**config.mk**
```make
export PLATFORM = sky130hd
export DESIGN_NAME = whm_ctrl
export DESIGN_NICKNAME = d
export VERILOG_FILES = /design/src/whm_pkg.sv /design/src/whm_ctrl.sv
export SDC_FILE = /design/constraint.sdc
export NUM_CORES = 1
export LEC_CHECK = 0
export BUFFER_PORTS_ARGS = -buffer_cell sky130_fd_sc_hd__buf_2
export CORE_ASPECT_RATIO = 1.2
export CORE_MARGIN = 2
export CORE_UTILIZATION = 30
export DETAILED_ROUTE_END_ITERATION = 7
export SLEW_MARGIN = 15
export SYNTH_ARGS = -nofsm -noshare
export SYNTH_HDL_FRONTEND = slang
export SYNTH_SLANG_ARGS = --single-unit
```
**constraint.sdc**
```tcl
create_clock -name clk -period 4.19 [get_ports clk]
set_input_delay 0.838 -clock clk [delete_from_list [all_inputs] [get_ports clk]]
set_output_delay 0.838 -clock clk [all_outputs]
set_load 0.01 [all_outputs]
```
**src/whm_pkg.sv**
```systemverilog
// Shared types and constants for the weighted histogram moments core.
package whm_pkg;

  localparam int ROWS   = 4;
  localparam int BINS   = 256;
  localparam int ROW_W  = 2;
  localparam int BIN_W  = 8;
  localparam int ADDR_W = ROW_W + BIN_W;
  localparam int NUSE_W = 9;
  localparam int DVS_W  = 42;

  typedef enum logic [1:0] {
    OP_ADD   = 2'd0,
    OP_STATS = 2'd1,
    OP_CLEAR = 2'd2,
    OP_NONE  = 2'd3
  } op_t;

  typedef enum logic [1:0] {
    CFG_RANGE_LOW   = 2'd0,
    CFG_BIN_WIDTH   = 2'd1,
    CFG_BINS_IN_USE = 2'd2,
    CFG_UNUSED      = 2'd3
  } cfg_idx_t;

  localparam logic [1:0] ST_OK        = 2'd0;
  localparam logic [1:0] ST_UNDERFLOW = 2'd1;
  localparam logic [1:0] ST_OVERFLOW  = 2'd2;

  typedef enum logic [4:0] {
    S_INIT, S_IDLE, S_CLR, S_BCHK, S_BDIV, S_BWR, S_SINIT, S_WRD, S_WM1, S_WM2,
    S_WACC, S_FIN, S_MMUL, S_MDIV, S_VMUL1, S_VMUL2, S_VDIV1, S_VDIV2, S_VMUL3,
    S_VMUL4, S_RESP
  } state_t;

  typedef enum logic [4:0] {
    DC_NONE, DC_LOAD, DC_CLR_STEP, DC_RES_UNDER, DC_RES_OVER, DC_BIN_DIV,
    DC_BIN_RD, DC_BIN_WR, DC_STAT_INIT, DC_WALK_RD, DC_WALK_M1, DC_WALK_M2,
    DC_WALK_ACC, DC_MUL_MEAN, DC_DIV_MEAN, DC_SET_MEAN, DC_MUL_S1S1, DC_DIV_V1,
    DC_DIV_V2, DC_MUL_BW2, DC_MUL_VAR, DC_SET_VAR
  } dp_cmd_t;

  typedef struct packed {
    logic d_neg;
    logic bw_zero;
    logic ix_over;
    logic n_zero;
    logic last_bin;
    logic tw_zero;
    logic clr_last;
    logic mul_done;
    logic div_done;
  } dp_status_t;

endpackage

```
**src/whm_ctrl.sv**
```systemverilog
// Controller state machine that sequences the datapath for each item.
module whm_ctrl (
  input  logic                       clk,
  input  logic                       rst_n,
  input  logic                       in_valid,
  input  logic [1:0]                 in_op,
  input  logic [whm_pkg::ROW_W-1:0]  in_row,
  output logic                       in_ready,
  output logic                       out_valid,
  input  logic                       out_ready,
  input  whm_pkg::dp_status_t        sts,
  output whm_pkg::dp_cmd_t           cmd
);
  import whm_pkg::*;

  state_t state_r, state_nxt;
  logic   row_bad;

  assign row_bad = ({1'b0, in_row} >= (ROW_W+1)'(ROWS));

  always_ff @(posedge clk) begin
    if (!rst_n) state_r <= S_INIT;
    else        state_r <= state_nxt;
  end

  always_comb begin
    state_nxt = state_r;
    cmd = DC_NONE;
    unique case (state_r)
      S_INIT: begin
        cmd = DC_CLR_STEP;
        if (sts.clr_last) state_nxt = S_IDLE;
      end
      S_IDLE: begin
        if (in_valid) begin
          cmd = DC_LOAD;
          unique case (op_t'(in_op))
            OP_CLEAR: state_nxt = S_CLR;
            OP_ADD:   state_nxt = row_bad ? S_RESP : S_BCHK;
            OP_STATS: state_nxt = row_bad ? S_RESP : S_SINIT;
            default:  state_nxt = S_RESP;
          endcase
        end
      end
      S_CLR: begin
        cmd = DC_CLR_STEP;
        if (sts.clr_last) state_nxt = S_RESP;
      end
      S_BCHK: begin
        priority if (sts.d_neg) begin
          cmd = DC_RES_UNDER;
          state_nxt = S_RESP;
        end else if (sts.bw_zero) begin
          cmd = DC_RES_OVER;
          state_nxt = S_RESP;
        end else begin
          cmd = DC_BIN_DIV;
          state_nxt = S_BDIV;
        end
      end
      S_BDIV: begin
        if (sts.div_done) begin
          if (sts.ix_over) begin
            cmd = DC_RES_OVER;
            state_nxt = S_RESP;
          end else begin
            cmd = DC_BIN_RD;
            state_nxt = S_BWR;
          end
        end
      end
      S_BWR: begin
        cmd = DC_BIN_WR;
        state_nxt = S_RESP;
      end
      S_SINIT: begin
        cmd = DC_STAT_INIT;
        state_nxt = sts.n_zero ? S_RESP : S_WRD;
      end
      S_WRD: begin
        cmd = DC_WALK_RD;
        state_nxt = S_WM1;
      end
      S_WM1: begin
        cmd = DC_WALK_M1;
        state_nxt = S_WM2;
      end
      S_WM2: begin
        cmd = DC_WALK_M2;
        state_nxt = S_WACC;
      end
      S_WACC: begin
        cmd = DC_WALK_ACC;
        state_nxt = sts.last_bin ? S_FIN : S_WRD;
      end
      S_FIN: begin
        if (sts.tw_zero) begin
          state_nxt = S_RESP;
        end else begin
          cmd = DC_MUL_MEAN;
          state_nxt = S_MMUL;
        end
      end
      S_MMUL: if (sts.mul_done) begin
        cmd = DC_DIV_MEAN;
        state_nxt = S_MDIV;
      end
      S_MDIV: if (sts.div_done) begin
        cmd = DC_SET_MEAN;
        state_nxt = S_VMUL1;
      end
      S_VMUL1: if (sts.mul_done) begin
        cmd = DC_MUL_S1S1;
        state_nxt = S_VMUL2;
      end
      S_VMUL2: if (sts.mul_done) begin
        cmd = DC_DIV_V1;
        state_nxt = S_VDIV1;
      end
      S_VDIV1: if (sts.div_done) begin
        cmd = DC_DIV_V2;
        state_nxt = S_VDIV2;
      end
      S_VDIV2: if (sts.div_done) begin
        cmd = DC_MUL_BW2;
        state_nxt = S_VMUL3;
      end
      S_VMUL3: if (sts.mul_done) begin
        cmd = DC_MUL_VAR;
        state_nxt = S_VMUL4;
      end
      S_VMUL4: if (sts.mul_done) begin
        cmd = DC_SET_VAR;
        state_nxt = S_RESP;
      end
      S_RESP: if (out_ready) state_nxt = S_IDLE;
      default: state_nxt = S_IDLE;
    endcase
  end

  assign in_ready = (state_r == S_IDLE);
  assign out_valid = (state_r == S_RESP);
endmodule

```
**Yosys cells after proc, flatten, opt, wreduce, memory -nomap -nowiden**

Index checks and enable logic that the tools add are counted.

- Register bits after elaboration: 5
- Logic and storage cells: 76

- Eq/ne operators: 35
- Muxes and demuxes: 36
- Reduce and logical (&&, ||, !) cells: 4

Operators with widths:

| operator | count |
|---|---|
| $mux 5 | 24 |
| $pmux 5 s21 | 1 |
| $pmux 5 s19 | 1 |
| $eq 5x4->1 const B | 8 |
| $eq 5x5->1 const B | 5 |
| $ne 2x2->1 const B | 12 |
| $eq 5x3->1 const B | 4 |
| $mux 4 | 4 |
| $pmux 5 s3 | 1 |
| $reduce_and 13->1 | 1 |
| $eq 5x2->1 const B | 2 |
| $mux 3 | 2 |
| $eq 5x1->1 const B | 1 |
| $logic_not 5->1 | 1 |
| $eq 2x1->1 const B | 1 |
| $eq 2x2->1 const B | 1 |
| $logic_not 2->1 | 1 |
| $mux 1 | 2 |
| $mux 2 | 1 |
| $ne 2x1->1 const B | 1 |
| $reduce_or 2->1 | 1 |

**Longest topological paths before layout**

- Depth in word-level cells: 4
- Mapped depth: 7
- Mapped depth without buffers: 5

**Least setup slack after synthesis**

OpenSTA, ideal clock, no wires.

- Path kind: input-to-output
- Start point: input port sts[1] (netlist bit)
- End point: output port cmd[0]
- Arrival time: 1.508 ns
- Data required time: 3.352 ns
- Path slack: 1.844 ns
- Stages on the path: 5
- Cell sequence: nand2b_1 -> a32oi_1 -> o21ai_0 -> o2bb2ai_1 -> and2_1

- Cells in the longest elaborated chain, start to end: 2
- Elaborated cells between the ends (all ways): 3
- Classes of those cells: 3 x mux

Ends and longest elaborated chain:

| what | line | source |
|---|---|---|
| start, declared | whm_ctrl.sv:11 | `input whm_pkg::dp_status_t sts,` |
| $mux 5, on equally long branches | whm_ctrl.sv:132, whm_ctrl.sv:116 |  |
| $pmux 5 s19 * | whm_ctrl.sv:29 | `unique case (state_r)` |
| end, declared | whm_ctrl.sv:12 | `output whm_pkg::dp_cmd_t cmd` |

Mark *: on every way between the ends. The rest lies on a longest branch, timed or not.

**Final worst setup path**

- Start point: register state_r[3]
- End point: output port cmd[1]

- Cells in the longest elaborated chain, start to end: 3
- Elaborated cells between the ends (all ways): 22
- Classes of those cells: 19 x eq/ne; 1 x mux; 2 x reduce/logical

Ends and longest elaborated chain:

| what | line | source |
|---|---|---|
| start, declared | whm_ctrl.sv:16 | `state_t state_r, state_nxt;` |
| start signal, assigned | whm_ctrl.sv:23 | `else state_r <= state_nxt;` |
| $eq 5x2->1 or $logic_not 5->1 (tied branches) | whm_ctrl.sv:29 |  |
| $reduce_or 2->1 (no line) | -- |  |
| $pmux 5 s19 * | whm_ctrl.sv:29 |  |

Marked as above.

==> flow_results.org <==
** Run status
- The run finished with clean final reports.

** Worst setup path
- In this design, the stage delay of the slowest critical-path cell is 840 ps.
- The worst setup path is launched from a flop.
- The worst register-to-register path begins at state_r[2].
- The signal on the critical path passes through nand2b_4, inv_1, a21oi_1, o32ai_1, a221o_1, buf_2.
- Worst reg2reg setup slack :: 1990 ps
- Along the worst path, the maximum fanout reaches 26.
- Crit path capture type :: output port
- In this run the critical register-to-register path is captured at state_r[4].
- CP top delay family :: flip-flops
- For the worst setup path, the data required time is 3350 ps.
- Worst path depth :: 6
- Data arrives at the worst endpoint at 2170 ps.
- Logic depth of the worst register-to-register path :: 6
- The worst setup path is of the reg2out kind.
- Among all stages on the critical path, the largest delay is contributed by sky130_fd_sc_hd__dfxtp_1.
- Buffering stage count on the worst path with inverters included :: 2

** Synthesis
- Of the post-synthesis cell area, the part taken by muxes is 5.249%.
- Summed over its instances, the top area cell type makes up 10.50% of the synthesized netlist area.
- Cell variety after synth :: 53
- Proportion of synthesized flip-flops having asynchronous set or reset :: 0%
- After Yosys synthesis, and, or, nand and nor cells account for 38.98% of the synthesized area.
- Synthesized instance count :: approximately 140
- By area the synthesized netlist is led by sky130_fd_sc_hd__dfxtp_1 (10%), sky130_fd_sc_hd__a21oi_1 (6.3%), sky130_fd_sc_hd__o21ai_0 (5.8%).
- Most used flip-flop cell after synthesis :: sky130_fd_sc_hd__dfxtp_1
- After synthesis the netlist holds a flip-flop and latch count of 5.
- By area, the combinational part of the netlist is dominated by simple AND/OR/NAND/NOR gates.
- Register area share after synthesis :: a little over a tenth
- Synthesis produced a netlist with a net count of 158.
- The synthesized netlist devotes 0% of its cell area to adder and majority cells.
- sky130_fd_sc_hd__dfxtp_1 takes more of the synthesized area than any other cell.
- In this run, synthesis inferred 0 flip-flops with an integrated enable.
- Cell area after synthesis :: 953.4 µm²
- Mean instance size in the synthesized netlist :: just under 7 µm²
- Complex-gate fraction of the synthesized area :: a little under two fifths
- During synthesis, Yosys emitted a total of 0 warnings.
- Xor and xnor area share after synthesis :: 0%

** Placed design
- DP HPWL :: about 2100 µm
- RePlAce Congestion :: about 0.8
- The count of buffers added on input and output ports is 21.

** Layout
- Leaving out fill and tap cells, the most frequent cell in the layout is sky130_fd_sc_hd__buf_2.
- The register with the most flip-flops in the layout has 5 of them.
- Most flops, register :: state_r
- Net count of the finished layout :: 174
- Layout-stage area growth over the synthesis result :: 12.73%
- Antenna cell count :: 0
- Ratio of cells with drive above 1 in the final layout :: 21.79%
- Top library cells by usage in the layout, fill and taps aside :: sky130_fd_sc_hd__buf_2 (21), sky130_fd_sc_hd__nand2_1 (14), sky130_fd_sc_hd__a21oi_1 (12)
- The largest registers in the layout are state_r: 5 flops.

** Die
- Floorplan die height :: between 60 and 70 µm
- Die Width :: 55.46 µm
- Cell Rows :: 22
- Floorplan die area :: 0.003647 mm²
- Core region area :: 0.003055 mm²
- Io pins :: 24
- Initial Util :: 31.20%

** STA
- Number of max-slew violations in the final report :: 0
- Headroom to the max-slew limit came out at 44.44%.
- Ratio of final minimum period to clock period :: approximately 70%
- Sum of negative setup slack :: 0 ps
- Setup repair after global routing left no endpoint under its margin.
- Setup violations remaining at the end of the flow were counted as 0.
- Peak Freq :: 332.8 MHz
- Final Critical Period :: 3005 ps
- Clock skew on the completed layout was measured at 0.1829 ps.
- The final-report hold violation count was 0.
- The tightest hold path in the finished design has a slack of 736.2 ps.
- Slew of the pin with the lowest slew margin :: 832.2 ps

** Power
- Power per Cell Area :: 341.3 mW/mm²
- Summed over all cells, the static leakage comes to 0.3928 nW.
- Largest vdd supply drop :: slightly above 0.3 mV

** CTS
- Clock latency on the worst-skew pair, taken at its later pin, is 240 ps.
- CTS built an H-tree with a depth of 1.
- Post-CTS Setup Bufs :: 0
- TritonCTS built the clock tree.
- Total of hold buffers inserted after clock tree synthesis :: 0
- Cts bufs inserted :: 3
- The tree is rooted in a sky130_fd_sc_hd__clkbuf_4.
- Clk sink count :: 5
- Once the clock tree was built, the resizer swapped 0 gates to a different size.
- After clock tree synthesis, the clock-pin slew on the worst setup and hold paths is 40 ps.
- Maximum count of clock buffers along a single path :: 2

** Route
- DR pass1 iterations :: 4
- Number of violations reported at the end of detailed-routing iteration 0 :: 26
- DRC errors left :: 0
- Dividing the detail-routed wire length by the instance count gives 14.29 µm.
- Highest routed metal layer :: met4
- Vias per cell :: between 5 and 6
- After detailed routing, the wire length on met1 is 1146 µm.
- Across all layers, the routed design uses 1084 vias.
- Detailed-routed wire length on met2 :: 1440 µm
- Antenna Nets Post-Route :: 0
- Summed over all layers, the routed wires come to 2744 µm.
- Total met3 wirelength after detailed routing :: 129 µm

** Global routing
- Global routing used 15.58% of the available tracks across all layers.
- Entering global routing, the biggest net connects 27 pins.
- The first global-routing pass estimated 4581 µm of wire.
- The total overflow left after global routing is 0.
- Number of global-route vias before repair :: 1042
- The initial antenna violation count was 0.

** Hold path
- Endpoint of the worst hold-timing path :: state_r[2]
- The path class of the tightest hold or removal check is reg2reg.
- The startpoint identified for the worst hold timing path is state_r[2].
- The worst hold path passes through 2 cells.

** Job
- Max-cap violations in this run came to 0.
==> power breakdown <==
part           internal [mW]  switching [mW]
clock                 0.0359          0.0178
combinational          0.101           0.109
sequential            0.0555          0.0472
total                  0.192           0.174
==> cell families after synthesis <==
| kind of cell | after synthesis |
|---|---|
| flip-flops | 5 |
| buffers and inverters | 16 |
| AND/OR/NAND/NOR | 65 |
| multiplexers | 5 |
| AO/OA/AOI/OAI | 50 |
==> metrics by stage <==
stage	std cells	total power [mW]	utilization, %	cell area, µm²	worst slack [ps]
after detailed placement	188	0.3120	34.32	1049	1467
after floorplan	141	0.2626	-	953.4	1844
after global routing	192	0.3985	35.18	1075	1078
final	192	0.3668	35.18	1075	1185
after CTS	192	0.3703	35.18	1075	1202
after global placement	188	0.3076	34.32	1049	1476
==> cell type report <==
cell class	instances	area, µm²
sequential	5	100.1
timing repair buffer	22	112.6
inverter	5	18.77
clock buffer	4	26.28
fill	340	1981
tap	36	45.04
multi-input combinational	120	772.0
==> Yosys cell counts, drive strengths merged (2+ instances only) <==
library cell / n
nand2: 14
a21oi: 12
o21ai: 12
nor2: 11
buf: 10
nor2b: 7
nor3: 7
nand2b: 6
dfxtp: 5
inv: 5
mux2i: 5
a21boi: 3
and3: 3
or2: 3
and2: 2
nand3b: 2
o2111ai: 2
o21a: 2
o21bai: 2
o22ai: 2
o31a: 2
o32ai: 2
or3: 2
==> routing by layer <==
layer / vias up / track usage [%]
met5: - / 0
met3: 4 / 2.362
li1: 554 / -
met2: 23 / 29.76
met1: 503 / 16.61
met4: 0 / 7.317
==> worst register-to-register path: stages (launching register included) <==
cell and delay [ps]:
sky130_fd_sc_hd__dfxtp_1 720, sky130_fd_sc_hd__buf_4 270, sky130_fd_sc_hd__nor2b_1 360, sky130_fd_sc_hd__and3_4 260, sky130_fd_sc_hd__a32o_1 160, sky130_fd_sc_hd__a2111oi_2 60, sky130_fd_sc_hd__o32ai_1 270
==> how the worst max path moves through the flow <==
stage | start | to | slack, ps
finish | state_r[3] | cmd[1] | 1180
global route | state_r[3] | cmd[1] | 1080
CTS | state_r[3] | cmd[1] | 1200
detailed placement | state_r[3] | cmd[1] | 1470
global placement | sts[1] | cmd[0] | 1480
floorplan | sts[1] | cmd[0] | 1840
No activity file was read; power rests on OpenSTA's default activity.
